==> src/rtl/cms_pkg.sv <==
`default_nettype none

package cms_pkg;

    localparam int TABLE_SIZE  = 16384;
    localparam int COUNT_WIDTH = 32;
    localparam int IDX_W       = $clog2(TABLE_SIZE);
    localparam int HASH_W      = 64;
    localparam int BYTE_W      = 8;
    localparam int EST_W       = 32;
    localparam int FIFO_DEPTH  = 4;
    localparam int FIFO_AW     = $clog2(FIFO_DEPTH);

    localparam logic [HASH_W-1:0] DJB_START = HASH_W'(5381);

    localparam logic CMD_INC   = 1'b0;
    localparam logic CMD_QUERY = 1'b1;

    typedef logic [IDX_W-1:0]       idx_t;
    typedef logic [HASH_W-1:0]      hash_t;
    typedef logic [COUNT_WIDTH-1:0] count_t;

    // one finished key on its way from the front to the back
    typedef struct packed {
        logic  cmd;
        hash_t jen;
        idx_t  idx_b;
        idx_t  idx_c;
    } op_t;

    typedef struct packed {
        logic full;
        logic empty;
    } fifo_stat_t;

endpackage

`default_nettype wire

==> src/rtl/cms_fifo.sv <==
`default_nettype none

module cms_fifo (
    input  wire logic               clk,
    input  wire logic               rst_n,
    input  wire logic               push,
    input  wire cms_pkg::op_t       push_op,
    input  wire logic               pop,
    output cms_pkg::op_t            pop_op,
    output cms_pkg::fifo_stat_t     stat
);
    import cms_pkg::*;

    op_t                  slot_reg [FIFO_DEPTH];
    logic [FIFO_AW-1:0]   wr_ptr_reg, wr_ptr_next;
    logic [FIFO_AW-1:0]   rd_ptr_reg, rd_ptr_next;
    logic [FIFO_AW:0]     cnt_reg, cnt_next;
    logic                 do_push, do_pop;

    always_comb
    begin
        stat.full   = (cnt_reg == (FIFO_AW+1)'(FIFO_DEPTH));
        stat.empty  = (cnt_reg == '0);
        do_push     = push && !stat.full;
        do_pop      = pop && !stat.empty;
        wr_ptr_next = do_push ? wr_ptr_reg + 1'b1 : wr_ptr_reg;
        rd_ptr_next = do_pop ? rd_ptr_reg + 1'b1 : rd_ptr_reg;
        cnt_next    = cnt_reg;
        if (do_push && !do_pop)
        begin
            cnt_next = cnt_reg + 1'b1;
        end
        else if (do_pop && !do_push)
        begin
            cnt_next = cnt_reg - 1'b1;
        end
        pop_op = slot_reg[rd_ptr_reg];
    end

    always_ff @(posedge clk)
    begin
        if (do_push)
        begin
            slot_reg[wr_ptr_reg] <= push_op;
        end
    end

    always_ff @(posedge clk or negedge rst_n)
    begin
        if (!rst_n)
        begin
            wr_ptr_reg <= '0;
            rd_ptr_reg <= '0;
            cnt_reg    <= '0;
        end
        else
        begin
            wr_ptr_reg <= wr_ptr_next;
            rd_ptr_reg <= rd_ptr_next;
            cnt_reg    <= cnt_next;
        end
    end

endmodule

`default_nettype wire

==> config.mk <==
export PLATFORM = sky130hd
export DESIGN_NAME = cms_fifo
export DESIGN_NICKNAME = d
export VERILOG_FILES = /design/src/rtl/cms_pkg.sv /design/src/rtl/cms_fifo.sv
export SDC_FILE = /design/constraint.sdc
export NUM_CORES = 1
export LEC_CHECK = 0
export BUFFER_PORTS_ARGS = -buffer_cell sky130_fd_sc_hd__buf_2
export CORE_MARGIN = 3
export CORE_UTILIZATION = 35
export CTS_CLUSTER_DIAMETER = 80
export DETAILED_ROUTE_END_ITERATION = 8
export SLEW_MARGIN = 15
export SYNTH_ARGS = -nofsm -noshare
export SYNTH_HDL_FRONTEND = slang
export SYNTH_SLANG_ARGS = --single-unit
==> constraint.sdc <==
create_clock -name clk -period 7.6 [get_ports clk]
set_clock_uncertainty 0.05 [all_clocks]
set_input_delay 0.76 -clock clk [delete_from_list [all_inputs] [get_ports clk]]
set_output_delay 0.76 -clock clk [all_outputs]
set_load 0.01 [all_outputs]
==> flow_summary.toml <==
[sta]
holdWs_ns = 0.380
finalHoldViolations = 0
setup_tns_ns = 0
tightest_slew_ns = 1.01
setup_viol = 0
fin_crit_ns = 3.61
grt_setup_unrepaired = "false"
max_clock_freq_mhz = 277
slew_headroom = 0.326
period_share = 0.475
finalMaxSlewViolations = 0

[floorplan]
coreArea_um2 = 38900
die_area_um2 = 42100
core.rowCount = 72
ios = 192
die_x_um = 205
start_util = 0.357
die_h_um = 205

[routing]
drc = 0
dr_wl_met2_mm = 12.9
wl_mm = 26.4
routed-wl-met3_mm = 1.72
drt_iter0_drc = 335
dr.pass1.iters = 5
viasPerCell = 4.74
ant_nets = 0
wl_per_cell_um = 20.5
vias = 6095
met1_length_mm = 11.0
top_layer = "met5"

[layout]
area_growth_pct = 20.9
final_cell_mix = "edfxtp_1 (372), buf_2 (191), mux4_2 (93)"
antennaDiodeCount = 0
fin_cells = 1287
largest_reg_flops = 372
drive_gt1_frac = 0.464
layout.nets = 846
final_common_cell = "edfxtp_1"

[place]
gp_congestion = 0.680
hpwl_mm = 14.8
port_buffers = 191
dp.cells = 1216

[global_routing]
grt_pass1_vias = 6615
grt_start_max_net_pins = 90
antenna_found_initial = 2
grt_pass1_wl_mm = 39.9
grtUsageTotal = 0.127
overflow = 0

[setup_path]
setup.worst_path.start = "rd_ptr_reg[0]$_DFFE_PN0P_"
crit_fanout = 41
worst-setup-path-type = "reg2out"
timing.rr.start = "cnt_reg[2]$_DFFE_PN0P_"
endpoint_kind = "primary output"
critical_path_arrival_ns = 2.80
startpoint_type = "flop"
crit_required_ns = 6.79

[outcome]
outcome = "finished, final reports clean"

[clock_network]
cts_made_buffers = 42
cts_root_buffer = "clkbuf_16"
clock_sinks = 379
worstSkewPairLatency_ns = 0.54
postCtsSetupBuffers = 0
clock_path_buffers = 3
cts_tree = "yes"
clkTransAtPathRegs_ns = 0.06
htree_levels = 2
cts_resized = 0

[logic_synthesis]
syn_inst = 522
syn_area_per_cell_um2 = 26.6
ys_warn_count = 0
ys_types = 21
ys_ff_latch = 379
synth-seq-area-share = 0.817
syn_area_um2 = 13900
synthesis.nets = 625

[power]
peakVddDrop_mv = 0.283
power.internal_w = 0.00489
p_switching_w = 0.00188
pwr-share-clk = 0.306
switching_share = 0.277
pwr-share-seq = 0.431
leakagePower_nw = 5.69
power_density_nw_per_um2 = 403
comb_power_share = 0.263

[flow_run]
max_cap_viol_count = 0

[hold_path]
worstHoldStart = "push_op[18]"
hold_path.class = "in2reg"
==> cells by family after synthesis <==
| family | after synthesis | synth area share |
|---|---|---|
| xor+xnor | 6 | 0.00378 |
| fa+ha+maj | 6 | 0.00595 |
| buf+inv | 26 | 0.0164 |
| flops | 379 | 0.817 |
| mux | 95 | 0.152 |
| simple gates | 10 | 0.00450 |
==> power by group through the flow <==
stage	Combinational, W	Clock, W	Sequential (W)
detailed placement	0.00186	0	0.00297
CTS	0.00186	0.00214	0.00293
global placement	0.00185	0	0.00295
global route	0.00195	0.00223	0.00296
floorplan	0.00129	0	0.00290
finish	0.00178	0.00207	0.00292
==> worst max-delay path, stage by stage, from the launching register on <==
cell,delay [ns]
dfrtp_4,0.67
buf_4,0.73
mux4_2,0.62
buf_2,0.16
==> routing by layer <==
layer	track usage	up-vias
li1	-	2690
met1	0.164	3190
met2	0.204	162
met3	0.0380	49
met4	0.0503	4
met5	0	-
==> what timing repair did <==
item | in CTS | in global routing
endpoints found under the setup margin | 0 | 0
hold buffers | 1 | 0
hold endpoints to repair | 7 | 0
==> final timing paths <==
path                                              to  slack, ns  depth (start not counted)
max in group asynchronous  rd_ptr_reg[0]$_DFFE_PN0P_       6.80                          2
min                        slot_reg[2][18]$_DFFE_PP_       0.38                          1
max                                       pop_op[44]       3.99                          3
min in group asynchronous     cnt_reg[2]$_DFFE_PN0P_       0.52                          2
min reg2reg                   cnt_reg[2]$_DFFE_PN0P_       0.43                          1
max reg2reg                slot_reg[2][32]$_DFFE_PP_       4.65                          4
==> Yosys cell counts <==
cell,count,share of area
edfxtp_1,372,0.80
mux4_2,93,0.15
buf_2,8,0.0029
dfrtp_1,7,0.013
buf_12,6,0.0086
ha_1,5,0.0045
and2_1,4,0.0018
buf_4,4,0.0022
inv_1,4,0.0011
xnor2_1,4,0.0025
buf_1,3,0.00081
mux2_2,2,0.0016
xor2_1,2,0.0013
buf_6,1,0.00081
fa_1,1,0.0014
nand2_1,1,0.00027
nand3_1,1,0.00036
nor2_1,1,0.00027
nor2b_1,1,0.00045
nor3b_2,1,0.00090
or3_1,1,0.00045
==> area by class of cell <==
| cell class | count | area [um2] |
|---|---|---|
| fill | 3435 | 22100 |
| tap | 518 | 648 |
| clock buffer | 54 | 1160 |
| timing repair buffer | 199 | 1030 |
| sequential | 379 | 11400 |
| clock inverter | 16 | 256 |
| inverter | 4 | 15.0 |
| multi-input combinational | 117 | 2320 |
==> per-stage QoR <==
stage                     total power, W  worst slack (ns)  cell area, um2  utilization
final                            0.00677              3.99           16800        0.431
after floorplan                  0.00419              3.89           13900            -
after detailed placement         0.00483              4.23           15400        0.395
after CTS                        0.00693              3.84           16800        0.431
after global routing             0.00714              3.74           16800        0.431
after global placement           0.00480              4.23           15400        0.395
No activity file was read; power rests on OpenSTA's default activity.
