**config.mk**
```make
export PLATFORM = sky130hd
export DESIGN_NAME = cms_front
export DESIGN_NICKNAME = d
export VERILOG_FILES = /design/src/rtl/cms_pkg.sv /design/src/rtl/cms_front.sv
export SDC_FILE = /design/constraint.sdc
export NUM_CORES = 1
export LEC_CHECK = 0
export ABC_AREA = 1
export BUFFER_PORTS_ARGS = -buffer_cell sky130_fd_sc_hd__buf_4
export CAP_MARGIN = 20
export CORE_MARGIN = 4
export CORE_UTILIZATION = 55
export CTS_BUF_LIST = sky130_fd_sc_hd__clkbuf_4 sky130_fd_sc_hd__clkbuf_8 sky130_fd_sc_hd__clkbuf_16
export DETAILED_ROUTE_END_ITERATION = 8
export GPL_TIMING_DRIVEN = 0
export HOLD_SLACK_MARGIN = 0.08
export MAX_ROUTING_LAYER = met4
export PLACE_DENSITY = 0.77
export SLEW_MARGIN = 20
export SYNTH_ARGS = -nofsm -noshare
export SYNTH_HDL_FRONTEND = slang
export SYNTH_SLANG_ARGS = --single-unit
```
**constraint.sdc**
```tcl
create_clock -name clk -period 14.9 [get_ports clk]
set_clock_uncertainty 0.1 [all_clocks]
set_input_delay 2.235 -clock clk [delete_from_list [all_inputs] [get_ports clk]]
set_output_delay 2.235 -clock clk [all_outputs]
set_load 0.01 [all_outputs]
```
**src/rtl/cms_pkg.sv**
```systemverilog
`default_nettype none

package cms_pkg;

    localparam int TABLE_SIZE  = 16384;
    localparam int COUNT_WIDTH = 32;
    localparam int IDX_W       = $clog2(TABLE_SIZE);
    localparam int HASH_W      = 64;
    localparam int BYTE_W      = 8;
    localparam int EST_W       = 32;
    localparam int FIFO_DEPTH  = 4;
    localparam int FIFO_AW     = $clog2(FIFO_DEPTH);

    localparam logic [HASH_W-1:0] DJB_START = HASH_W'(5381);

    localparam logic CMD_INC   = 1'b0;
    localparam logic CMD_QUERY = 1'b1;

    typedef logic [IDX_W-1:0]       idx_t;
    typedef logic [HASH_W-1:0]      hash_t;
    typedef logic [COUNT_WIDTH-1:0] count_t;

    // one finished key on its way from the front to the back
    typedef struct packed {
        logic  cmd;
        hash_t jen;
        idx_t  idx_b;
        idx_t  idx_c;
    } op_t;

    typedef struct packed {
        logic full;
        logic empty;
    } fifo_stat_t;

endpackage

`default_nettype wire

```
**src/rtl/cms_front.sv**
```systemverilog
`default_nettype none

module cms_front (
    input  wire logic                         clk,
    input  wire logic                         rst_n,
    input  wire logic                         s_tvalid,
    output logic                              s_tready,
    input  wire logic [cms_pkg::BYTE_W-1:0]   s_tdata,
    input  wire logic                         s_tuser,
    input  wire logic                         s_tlast,
    input  wire logic                         clear_done,
    input  wire cms_pkg::fifo_stat_t          q_stat,
    output logic                              q_push,
    output cms_pkg::op_t                      q_op
);
    import cms_pkg::*;

    hash_t jen_reg, jen_next;
    hash_t prime_reg, prime_next;
    hash_t djb_reg, djb_next;
    hash_t jen_add, jen_mix, jen_upd, prime_upd, djb_upd, b_ext;
    logic  accept;

    assign s_tready = clear_done && !q_stat.full;
    assign accept   = s_tvalid && s_tready;

    always_comb
    begin
        b_ext     = HASH_W'(s_tdata);
        jen_add   = jen_reg + b_ext;
        jen_mix   = jen_add + (jen_add << 10);
        jen_upd   = jen_mix ^ (jen_mix >> 6);
        prime_upd = (prime_reg << 10) - (prime_reg << 4) + prime_reg + b_ext;
        djb_upd   = (djb_reg << 5) + djb_reg + b_ext;

        jen_next   = jen_reg;
        prime_next = prime_reg;
        djb_next   = djb_reg;
        if (accept)
        begin
            if (s_tlast)
            begin
                jen_next   = '0;
                prime_next = '0;
                djb_next   = DJB_START;
            end
            else
            begin
                jen_next   = jen_upd;
                prime_next = prime_upd;
                djb_next   = djb_upd;
            end
        end

        q_push    = accept && s_tlast;
        q_op.cmd  = s_tuser;
        q_op.jen  = jen_upd;
        q_op.idx_b = prime_upd[IDX_W-1:0];
        q_op.idx_c = djb_upd[IDX_W-1:0];
    end

    always_ff @(posedge clk or negedge rst_n)
    begin
        if (!rst_n)
        begin
            jen_reg   <= '0;
            prime_reg <= '0;
            djb_reg   <= DJB_START;
        end
        else
        begin
            jen_reg   <= jen_next;
            prime_reg <= prime_next;
            djb_reg   <= djb_next;
        end
    end

endmodule

`default_nettype wire

```
==> impl_summary.md, run 1 <==
STA
The final cycle utilization of the critical path is roughly 69%. The highest attainable clock frequency is slightly below 100 MHz. The final number of hold-violating endpoints is 0. The transition time at the pin with the least slew margin is between 1 and 1.5 ns. The worst slew slack as a fraction of its limit is a little under a third. The final period demand of the worst path is between 10 and 15 ns. The max-slew violation total from the final report is 0.

Setup repair after global routing left no endpoint under its margin. The accumulated negative setup slack is 0 ns. Setup violations remaining at the end of the flow were counted as 0.

Layout
The number of flip-flops under the largest register name is 64. The number of antenna diodes in the final layout is 0. Measured on the finished design, the core utilization comes to 63.2%. Leaving out fill and tap cells, the most frequent cell in the layout is sky130_fd_sc_hd__nand2_1. The fraction of final layout cells sized beyond drive strength 1 is between 10% and 20%. The net count reported at finish is between 1,500 and 2,000. Leaving out fill and tap cells, the most frequent cells in the layout are sky130_fd_sc_hd__nand2_1 (352), sky130_fd_sc_hd__inv_1 (324), sky130_fd_sc_hd__xor2_1 (131). The finished cells cover between 10,000 and 15,000 um^2. From synthesis to final layout, the design area changed by 13.1%.

Critical path
The most repeated library cell on the critical path is sky130_fd_sc_hd__nand2_1. For the worst flop-to-flop path, the logic depth is 23. The endpoint identified for the worst register-to-register timing path is jen_reg[43]$_DFFE_PN0P_.

The startpoint of the lowest-slack register-to-register path is jen_reg[0]$_DFFE_PN0P_. STA classifies the critical path startpoint as an input port. STA puts the critical path data arrival time at about 7.9 ns. The highest net fanout along the worst path is 5. The critical path class is input port to primary output.

Setup slack on the worst reg-to-reg path comes out at ~8.9 ns. The critical path's largest stage delay is just under 0.9 ns. For the worst setup path, the data required time is approximately 13 ns. The critical path endpoint category is a primary output. The slowest library cell on the worst path is sky130_fd_sc_hd__nor4b_1.

Clock tree
The number of gates resized after cts is 0. Buffers added to address setup during post-CTS repair amount to 0. The number of buffers between clock root and the deepest sink is 2. The number of hold buffers added after cts is 0.

In this run the clock root is driven by a sky130_fd_sc_hd__clkbuf_16. The latest clock arrival within the worst-skew pair is about 0.35 ns. TritonCTS built the clock tree. The clock sink total is 92. In this run, CTS created clock tree buffers numbering 9. Clock-pin slew was measured on the worst setup and hold paths at roughly 0.060 ns. The H-tree generated during clock tree synthesis spans 3 levels.

Yosys
Synthesis inferred around 90 register bits. The cell count after synthesis came out at 1,674. The xor/xnor share of the synthesized area is 13.5%.

Summing the areas of all compound-gate instances in the mapped netlist gives 13.7% of the synthesized area. Yosys mapped a number of flops with a built-in enable equal to 0. By area, the combinational part of the netlist is dominated by simple AND/OR/NAND/NOR gates. For this run, the leading register cell type out of synthesis is sky130_fd_sc_hd__dfrtp_1. After Yosys synthesis, and, or, nand and nor cells account for between 20% and 30% of the synthesized area. The post-synthesis async set-or-reset flop share is 100%. The average cell area after synthesis is roughly 6.7 um^2.

The post-synth net total is between 1,500 and 2,000. Measured against the total synthesized area, the mux share comes to 0%. The part of the Yosys area used for sequential elements is between 20% and 30%. The cell area that synthesis handed to floorplanning was 11,300 um^2. The adder and majority cell fraction of the synthesized area is between 10% and 20%. The count of unique library cells instantiated by Yosys is 57. The warning count from the yosys run is 0.

Global routing
The leftover overflow at the end of global routing is 0. The initial antenna violation count is 0. The maximum number of pins on one net before global-route repair is 93.

Global routing used between 30% and 40% of the available tracks across all layers. The wire length of the first global-routing pass is ~59,000 um. The via count of the first global-routing pass is 11,200.

Route
In the routed layout, each cell is associated on average with a via count of 5.57. The number of remaining DRC errors is 0. Wires add up to ~38,000 um. The count of nets left with antenna violations once routing finished came out at 0. Across all layers, the routed design uses 11,500 vias. The detailed router finished its first iteration with 1,040 violations. The final routed wire length divided by cell count is 18.4 um. The pre-antenna-repair detailed-routing pass consisted of 6 iterations.

Hold path
The type of the worst min-delay path is flop to flop. The startpoint identified for the worst hold timing path is jen_reg[4]$_DFFE_PN0P_. The hold path endpoint is jen_reg[4]$_DFFE_PN0P_. The worst hold path passes through 2 cells.

Place
The HPWL reported at the end of detailed placement is 32,200 um. After detailed placement, the total cell area comes to about 12,000 um^2. The global placer's final weighted congestion is ~1.0.

In this run the tool buffered the top-level ports with ~110 buffer cells.

Die
The die area is between 20,000 and 25,000 um^2. The initialized floorplan defines 52 standard-cell rows. The core outline area is between 20,000 and 25,000 um^2.

The number of primary I/O pins is around 110. The die is ~150 um wide. The initial cell density of the core is a little under three fifths. The height of the die is between 150 and 200 um.

Job
Across the run, the number of max-cap violations was 0.

Outcome
The flow ran to the end, and the final reports show no timing, DRC or antenna violations.
-- cell type report --
class                      instances  area (um^2)
multi-input combinational       1230         7650
fill                            1979         7420
sequential                        92         2310
inverter                         330         1240
timing repair buffer             108          815
tap                              270          338
clock buffer                      13          268
buffer                            22         90.1
clock inverter                     3         45.0
-- through the flow --
stage	hold WS [ns]	setup WS (ns)	instances
floorplan	0.357	6.46	1674
global placement	0.374	4.92	2052
detailed placement	0.379	4.87	2052
CTS	0.395	4.84	2068
global route	0.412	4.27	2068
finish	0.390	4.66	2068
-- cells by family (layout without fill, tap and decap cells) --
kind of cell	count (synthesis)	count (layout)
adders and majority gates	113	113
DFF	92	92
AOI/OAI and AO/OA	269	269
buffers and inverters	352	476
and+or+nand+nor	677	677
xor gates and xnor gates	171	171
-- critical path, delay by kind of cell --
family / cells / cell delay [ns]
buffers and inverters: 5 / 0.56
AO/OA/AOI/OAI: 3 / 0.77
AND/OR/NAND/NOR: 11 / 2.23
XOR/XNOR: 3 / 1.13
adder cells (fa/ha/maj): 3 / 0.95
-- layer usage --
layer,wire (um),vias to the layer above,track usage [%]
li1,-,5619,-
met1,16600,5390,43.7
met2,17900,413,56.7
met3,2100,92,3.74
met4,1520,0,12.6
met5,0,-,-
-- worst max path at each step --
stage | start | depth (start not counted) | end | slack (ns)
floorplan | s_tdata[0] | 28 | q_op[82] | 6.46
global placement | s_tdata[0] | 25 | q_op[71] | 4.92
detailed placement | s_tdata[0] | 25 | q_op[71] | 4.87
CTS | s_tdata[0] | 25 | q_op[71] | 4.84
global route | s_tdata[0] | 25 | q_op[71] | 4.27
finish | s_tdata[0] | 25 | q_op[71] | 4.66
-- Yosys cell counts (5+ instances only) --
master | n | area [um^2]
sky130_fd_sc_hd__nor2_1 | 118 | 443
sky130_fd_sc_hd__inv_2 | 5 | 18.8
sky130_fd_sc_hd__and2_1 | 9 | 56.3
sky130_fd_sc_hd__nor4_1 | 17 | 106
sky130_fd_sc_hd__clkbuf_1 | 16 | 60.1
sky130_fd_sc_hd__nand3_1 | 76 | 380
sky130_fd_sc_hd__o22ai_1 | 24 | 150
sky130_fd_sc_hd__xor2_1 | 131 | 1150
sky130_fd_sc_hd__ha_1 | 100 | 1250
sky130_fd_sc_hd__nand2_1 | 352 | 1320
sky130_fd_sc_hd__a22o_1 | 9 | 78.8
sky130_fd_sc_hd__nand2_4 | 7 | 78.8
sky130_fd_sc_hd__inv_1 | 324 | 1220
sky130_fd_sc_hd__dfstp_2 | 5 | 131
sky130_fd_sc_hd__a31oi_1 | 16 | 100
sky130_fd_sc_hd__o21ai_1 | 5 | 25.0
sky130_fd_sc_hd__xnor2_1 | 36 | 315
sky130_fd_sc_hd__nor3_1 | 25 | 125
sky130_fd_sc_hd__nand2_2 | 16 | 100
sky130_fd_sc_hd__a21o_1 | 7 | 52.6
sky130_fd_sc_hd__a21oi_1 | 93 | 465
sky130_fd_sc_hd__o21ai_0 | 79 | 395
sky130_fd_sc_hd__o21bai_1 | 10 | 75.1
sky130_fd_sc_hd__dfrtp_1 | 87 | 2180
sky130_fd_sc_hd__fa_1 | 13 | 260
sky130_fd_sc_hd__nor2_2 | 9 | 56.3
sky130_fd_sc_hd__nand4_1 | 26 | 163
sky130_fd_sc_hd__o21a_1 | 5 | 37.5
Power of run 1 is left out: the tool's default activity adds up to more than one toggle a clock period on the data nets, which glitch-free logic cannot reach.
==> inputs of run 2 (changes only) <==
PLACE_DENSITY = 0.8   (was 0.77)
clock period = 8.3 ns   (was 14.9 ns; I/O delays follow)
==> impl_summary.md, run 2 (synthesis gave the netlist of run 1 again) <==
Clock tree
The root buffer cell chosen for the clock tree is sky130_fd_sc_hd__clkbuf_16. The count of buffers added by post-CTS timing repair for setup came to 0 (unchanged). The maximum level of the CTS H-tree was 3 (unchanged). TritonCTS built the clock tree. The number of buffers added by the clock tree synthesis step came to 9 (unchanged). The number of buffers between clock root and the deepest sink is 2 (unchanged). The number of hold buffers added after cts is 0 (unchanged). The clock slew seen by the registers of the worst setup and hold paths is 0.06 ns (about the same). The latest clock arrival within the worst-skew pair is 0.36 ns (about the same). The clock sink total is 92 (unchanged).

STA
The max-slew violation total from the final report is 0 (unchanged). The transition time at the pin with the least slew margin was 0.874 ns (-0.136 ns). Timing would allow up to approximately 120 MHz. The worst hold margin is 0.406 ns (+0.0164 ns). The final number of hold-violating endpoints is 0 (unchanged).

The worst slew slack as a fraction of its limit is 41.7% (+10 points). For the finished layout, the period the worst path requires is about 8.1 ns. Setup repair after global routing left no endpoint under its margin. The final cycle utilization of the critical path is roughly 97%. The accumulated negative setup slack is 0 ns (unchanged).

The number of setup violations in the final report is 0 (unchanged).

Die
The core outline area came to 20,200 um^2 (unchanged). The chip width is 151 um (unchanged). The height of the die is 151 um (unchanged).

The number of rows created at floorplan was 52 (unchanged). The initial cell density of the core is 55.9% (unchanged). The number of primary I/O pins is 111 (unchanged). The die area came to 22,900 um^2 (unchanged).

Route
The via count normalized by instance count is 5.59 (+0.36%). The violation count after the first detailed-routing iteration is 766 (-26%). The remaining antenna violation count came to 0 (unchanged). The aggregate routed wire length is 38,600 um (+1.4%). The total vias in the final route is 11,600 (+0.36%). The final routed wire length divided by cell count came to 18.7 um (+1.4%). The number of remaining DRC errors came to 0 (unchanged). The number of detailed-route iterations in the first pass came to 8 (+2).

Place
The HPWL reported at the end of detailed placement came to 32,800 um (+1.9%). The area of placed instances is 12,400 um^2 (unchanged). The global placer's final weighted congestion is 1.00 (-4.5%).

The count of input and output buffers is 108 (unchanged).

Critical path
The critical path's largest stage delay was 0.44 ns (-0.43 ns). The worst setup path is captured at a primary output. The critical path class is input port to primary output. The worst path buffer plus inverter count is 4 (-1).

The slowest library cell on the worst path is sky130_fd_sc_hd__xor2_1. The data arrival time of the critical path is 6.71 ns (-1.19 ns). The highest net fanout along the worst path was 5 (unchanged). The number of cells traversed by the worst register-to-register path is 24 (+4.3%).

The flop-to-flop setup slack is 2.44 ns (-6.42 ns). In this run the critical register-to-register path is captured at jen_reg[43]$_DFFE_PN0P_. The data required time at the worst endpoint is 6.95 ns (-5.62 ns). The kind of start point of the critical path is an input port. The category of cells accounting for the largest share of critical-path delay is simple AND/OR/NAND/NOR gates.

The startpoint of the lowest-slack register-to-register path is jen_reg[0]$_DFFE_PN0P_.

Job
The count of maximum capacitance violations was 0 (unchanged).

Layout
The top cell types in the final layout, fill and taps aside, are sky130_fd_sc_hd__nand2_1 (352), sky130_fd_sc_hd__inv_1 (324), sky130_fd_sc_hd__xor2_1 (131). The fraction of final layout cells sized beyond drive strength 1 is 10.8% (+0.056 points). The footprint of the flip-flops and latches was 2310 um^2 (unchanged). The antenna diode count is 0 (unchanged).

The number of flip-flops under the largest register name is 64 (unchanged). The final non-filler cell area came to 12,700 um^2 (-0.16%). The net count reported at finish is 1,922 (unchanged). Relative to the synthesized area, the layout overhead comes to 12.9%. The filler cell count is 1,958 (-1.1%). Leaving out fill and tap cells, the most frequent cell in the layout is sky130_fd_sc_hd__nand2_1. The multi-input logic area is 7650 um^2 (about the same).

Hold path
The number of cells on the worst hold path is 2 (unchanged). In this run the worst hold path is classified as flop to flop. For hold timing, the worst endpoint is jen_reg[7]$_DFFE_PN0P_.

The hold path startpoint is jen_reg[7]$_DFFE_PN0P_.

Global routing
The leftover overflow at the end of global routing is 0 (unchanged). The via count of the first global-routing pass came to 11,200 (-0.54%). The maximum number of pins on one net before global-route repair is 93 (unchanged). The wire length of the first global-routing pass is 59,000 um (-0.11%). The total routing resource utilization after global routing is 34.7% (+0.32 points).

The initial antenna violation count is 0 (unchanged).

Outcome
The run finished with clean final reports.
## run 2: per-stage QoR
| step | util [%] | cells | worst slack, ns |
|---|---|---|---|
| detailed placement | 61.7 | 2052 | 0.320 |
| finish | 63.1 | 2068 | 0.242 |
| floorplan | - | 1674 | 1.84 |
| CTS | 63.1 | 2068 | 0.315 |
| global placement | 61.6 | 2052 | 0.409 |
| global route | 63.1 | 2068 | 0.00764 |
## run 2: how the worst max path moves through the flow
stage,from,end,slack (ns),cells after the start
floorplan,s_tdata[0],q_op[82],1.84,28
global placement,s_tdata[0],q_op[71],0.41,25
detailed placement,s_tdata[0],q_op[71],0.32,25
CTS,s_tdata[0],q_op[71],0.31,25
global route,s_tdata[0],q_op[71],0.008,26
finish,s_tdata[0],q_op[71],0.24,26
## run 2: metal layers
layer / track usage, % / share of wire [%] / wire, um
met4: 16.4 / 5.5 / 2130
met1: 43.1 / 42 / 16300
met3: 5.21 / 6.2 / 2380
met2: 55.6 / 46 / 17800
met5: - / 0 / 0
## run 2: worst register-to-register path, stage by stage (launching register included)
cell and delay (ns):
sky130_fd_sc_hd__dfrtp_1 0.35, sky130_fd_sc_hd__ha_1 0.28, sky130_fd_sc_hd__fa_1 0.26, sky130_fd_sc_hd__nand3_1 0.09
sky130_fd_sc_hd__nand2_1 0.10, sky130_fd_sc_hd__nand2_1 0.06, sky130_fd_sc_hd__nand2_1 0.09, sky130_fd_sc_hd__a21oi_2 0.08
sky130_fd_sc_hd__o21ai_2 0.23, sky130_fd_sc_hd__and3_1 0.27, sky130_fd_sc_hd__nand3_1 0.15, sky130_fd_sc_hd__nor3_2 0.25
sky130_fd_sc_hd__nand3_1 0.28, sky130_fd_sc_hd__nor3_1 0.26, sky130_fd_sc_hd__xor2_1 0.36, sky130_fd_sc_hd__ha_1 0.37
sky130_fd_sc_hd__a21oi_1 0.22, sky130_fd_sc_hd__inv_1 0.09, sky130_fd_sc_hd__a21oi_1 0.23, sky130_fd_sc_hd__o21ai_0 0.21
sky130_fd_sc_hd__a21oi_1 0.16, sky130_fd_sc_hd__o211ai_1 0.24, sky130_fd_sc_hd__xor2_1 0.44, sky130_fd_sc_hd__xor2_1 0.40
sky130_fd_sc_hd__o22ai_1 0.12
## run 2: area by class of cell
cell class	count	share of cell area, %
Tap cell	270	2.65
Clock inverter	5	0.265
Buffer	22	0.708
Clock buffer	11	1.99
Sequential cell	92	18.1
Multi-Input combinational cell	1230	60.1
Timing Repair Buffer	108	6.40
Inverter	330	9.73
## run 2: timing repair
| item | in CTS | in global routing |
|---|---|---|
| hold endpoints to repair | 0 | 0 |
| gates resized for setup | 0 | 1 |
| setup endpoints to repair | 0 | 2 |
Power of run 2 is left out for the same reason.
==> inputs of run 3 (changes only) <==
ABC_AREA = not set   (was 1)
REMOVE_ABC_BUFFERS = 1   (was not set)
==> impl_summary.md, run 3 <==
Global routing
The maximum number of pins on one net before global-route repair is 93 (unchanged). The leftover overflow at the end of global routing is 0 (unchanged). The wire length of the first global-routing pass was 48,400 um (-18%).

The via count of the first global-routing pass is 9,093 (-19%). The total routing resource utilization after global routing is 30.4% (-4.3 points). The initial antenna violation count is 0 (unchanged).

Critical path
The signal on the critical path passes through buf_4 -> ha_1 -> fa_1 -> a21o_1 -> a21oi_2 -> o21bai_1 -> a21oi_1 -> o21bai_1 -> a21oi_2 -> buf_4 -> nor4b_1 -> xor2_1 -> ha_1 -> a2111oi_0 -> o21a_1 -> o221a_2 -> nor3_2 -> a211oi_4 -> o21ai_4 -> a31oi_4 -> xnor2_2 -> buf_4 -> xor2_1 -> buf_4. The highest net fanout along the worst path is 6 (+1). The data required time at the worst endpoint is 6.95 ns (about the same). STA classifies the critical path startpoint as an input port.

The flop-to-flop setup slack is 2.36 ns (-0.08 ns). The data arrival time of the critical path is 6.72 ns (about the same). The cell family contributing the most delay on the critical path is compound AO/OA/AOI/OAI gates. The critical path in this run is classified as input port to primary output.

The critical path endpoint category is a primary output. The critical path's largest stage delay came to 0.57 ns (+0.13 ns). The worst path buffer plus inverter count came to 4 (unchanged). On the critical path, the stage with the largest delay is an instance of sky130_fd_sc_hd__a2111oi_0. The most repeated library cell on the critical path is sky130_fd_sc_hd__buf_4.

Clock tree
The tree is rooted in a sky130_fd_sc_hd__clkbuf_16. The number of buffers between clock root and the deepest sink is 2 (unchanged). The number of hold buffers added after cts came to 0 (unchanged). The clock sink total is 92 (unchanged). The clock slew seen by the registers of the worst setup and hold paths is 0.08 ns (+0.02 ns). The number of buffers added by the clock tree synthesis step came to 9 (unchanged).

The latest clock arrival within the worst-skew pair came to 0.36 ns (about the same). The clock tree from TritonCTS is built. The maximum level of the CTS H-tree is 3 (unchanged).

Place
The HPWL reported at the end of detailed placement is 24,100 um (-26%). The global placer's final weighted congestion is 1.02 (+2.0%). The setup slack at placement is -0.843 ns (-1.16 ns). The count of input and output buffers is 107 (-0.93%).

Die
The number of primary I/O pins was 111 (unchanged). The height of the die is 144 um (-4.7%). The initial cell density of the core is 56.4% (+0.46 points). The die area came to 20,800 um^2 (-9.1%). The core outline area is 18,100 um^2 (-10%). The number of rows created at floorplan is 49 (-5.8%). The chip width was 144 um (-4.7%).

STA
The number of setup violations in the final report came to 0 (unchanged). The highest attainable clock frequency is 124 MHz (about the same). The final cycle utilization of the critical path came to 97.2% (about the same).

Setup repair after global routing could not meet its margin everywhere. The final number of hold-violating endpoints is 0 (unchanged). The transition time at the pin with the least slew margin came to 0.919 ns (+0.0447 ns). The slack of the critical path is 0.235 ns (-0.00636 ns). The max-slew violation total from the final report came to 0 (unchanged). The worst slew slack as a fraction of its limit is 38.7% (-3.0 points). The final period demand of the worst path is 8.06 ns (+0.00636 ns).

Yosys
sky130_fd_sc_hd__dfrtp_1 takes more of the synthesized area than any other cell. The synthesized area is 10,200 um^2 (-9.6%). The share of the synthesized area in the top cell type is 21.4% (+2.0 points). Ranked by total cell area, the synthesized netlist is headed by sky130_fd_sc_hd__dfrtp_1 (21%), sky130_fd_sc_hd__ha_1 (12%), sky130_fd_sc_hd__xnor2_1 (8.8%). Among all cell types in the netlist, the one instantiated most often is sky130_fd_sc_hd__xnor2_1. The number of flops mapped to enable cells by yosys was 0 (unchanged).

The commonest cells after synthesis are sky130_fd_sc_hd__xnor2_1 (102), sky130_fd_sc_hd__ha_1 (100), sky130_fd_sc_hd__dfrtp_1 (87). In the synthesized netlist the dominant register cell turns out to be sky130_fd_sc_hd__dfrtp_1. The gate count of the mapped netlist is 1,172 (-30%).

The post-synthesis async set-or-reset flop share is 100% (unchanged). The number of synthesized register bits is 92 (unchanged). The part of the Yosys area used for sequential elements was 22.6% (+2.2 points). The warning count from the yosys run is 0 (unchanged). The average cell area after synthesis was 8.70 um^2 (+29%).

The count of unique library cells instantiated by Yosys is 85 (+49%).

Route
The number of detailed-route iterations in the first pass was 5 (-3). The number of remaining DRC errors is 0 (unchanged). The remaining antenna violation count is 0 (unchanged). The total vias in the final route came to 9,456 (-18%). The violation count after the first detailed-routing iteration came to 806 (+5.2%).

The via count normalized by instance count is 6.36 (+14%). The aggregate routed wire length came to 31,200 um (-19%). The final routed wire length divided by cell count is 21.0 um (+13%).

Layout
The multi-input logic area was 7670 um^2 (+0.16%). The number of flip-flops under the largest register name is 64 (unchanged). The fraction of final layout cells sized beyond drive strength 1 is 16.3% (+5.5 points).

The area growth from synthesis to layout is 15.8%. The footprint of the flip-flops and latches is 2310 um^2 (unchanged). The net count reported at finish was 1,381 (-28%). In the layout the commonest cells are sky130_fd_sc_hd__buf_4 (113), sky130_fd_sc_hd__xnor2_1 (100), sky130_fd_sc_hd__ha_1 (99). The most common library cell in the layout ignoring fill and taps is sky130_fd_sc_hd__buf_4.

The antenna diode count came to 0 (unchanged). The filler cell count was 1,483 (-24%).

Outcome
The run finished with clean final reports.

Job
The count of maximum capacitance violations is 0 (unchanged).

Hold path
The worst hold path belongs to the class flop to flop.
## run 3: changes by cell type after synthesis, sizes merged, moves of 37 or more
cell	before	now
a21o	7	44
inv	329	74
xor2	135	81
nor2	130	55
nand3	80	31
nand2	375	69
a22o	9	62
xnor2	36	104
## run 3: cells by family after synthesis
group | share of synthesized area, %
flip-flops | 22.6
XOR/XNOR | 17.1
AO/OA/AOI/OAI | 24.4
multiplexers | 0.0982
AND/OR/NAND/NOR | 16.1
adder cells (fa/ha/maj) | 14.9
buffers and inverters | 4.81
## run 3: through the flow
step	instances	TNS, ns	cell area [um^2]	util [%]	hold WS [ns]
finish	1486	0	11800	65.3	0.409
detailed placement	1463	-8.59	11200	61.9	0.394
floorplan	1123	0	9990	-	0.366
global placement	1459	-21.18	11100	61.2	0.379
CTS	1481	-0.0115	11600	64.0	0.412
global route	1486	-0.674	11800	65.3	0.426
## run 3: cell type report
cell class | count | area share, %
repair buffers | 118 | 8.11
well taps | 229 | 2.43
multi-input cells | 956 | 64.9
flip-flops and latches | 92 | 19.6
clock buffers | 10 | 2.02
inverters | 75 | 2.38
clock inverters | 6 | 0.583
## run 3: worst reg2reg max path, cell delays in order, from the launching register on
cell and delay, ns:
sky130_fd_sc_hd__dfrtp_1 0.43, sky130_fd_sc_hd__ha_1 0.30, sky130_fd_sc_hd__a211oi_1 0.32, sky130_fd_sc_hd__o21ai_1 0.17, sky130_fd_sc_hd__and3_1 0.21, sky130_fd_sc_hd__o21ai_1 0.50, sky130_fd_sc_hd__nor2_2 0.14, sky130_fd_sc_hd__and3_1 0.30
sky130_fd_sc_hd__and3_1 0.24, sky130_fd_sc_hd__nand2_1 0.08, sky130_fd_sc_hd__xnor2_1 0.20, sky130_fd_sc_hd__ha_1 0.38, sky130_fd_sc_hd__a21oi_1 0.26, sky130_fd_sc_hd__o21ai_0 0.20, sky130_fd_sc_hd__a221oi_2 0.33, sky130_fd_sc_hd__nor2_1 0.09
sky130_fd_sc_hd__a211oi_2 0.28, sky130_fd_sc_hd__o21ai_2 0.17, sky130_fd_sc_hd__o21a_1 0.30, sky130_fd_sc_hd__o221ai_2 0.25, sky130_fd_sc_hd__xnor3_1 0.38, sky130_fd_sc_hd__a22o_1 0.21
## run 3: worst paths after layout
path                                                start                        end  depth (start not counted)
worst min-delay path            prime_reg[10]$_DFFE_PN0P_  prime_reg[10]$_DFFE_PN0P_                          1
worst min register to register  prime_reg[10]$_DFFE_PN0P_  prime_reg[10]$_DFFE_PN0P_                          1
worst max register to register     jen_reg[1]$_DFFE_PN0P_    jen_reg[56]$_DFFE_PN0P_                         21
min in group asynchronous                           rst_n    jen_reg[63]$_DFFE_PN0P_                          1
max in group asynchronous                           rst_n    jen_reg[56]$_DFFE_PN0P_                          1
worst max-delay path                           s_tdata[0]                   q_op[77]                         24
## run 3: timing repair
item / 4_1_cts / 5_1_grt
pin swaps: 1 / 8
buffers inserted: 2 / 5
endpoints found under the setup margin: 29 / 37
gates resized for setup: 13 / 31
## run 3: routing by layer
| metal | vias up | routed length, um | GRT usage [%] |
|---|---|---|---|
| li1 | 4447 | - | - |
| met1 | 4618 | 13900 | 40.8 |
| met2 | 318 | 14600 | 48.5 |
| met3 | 73 | 1680 | 2.91 |
| met4 | 0 | 1040 | 10.3 |
| met5 | - | 0 | - |
Power of run 3 is left out for the same reason.
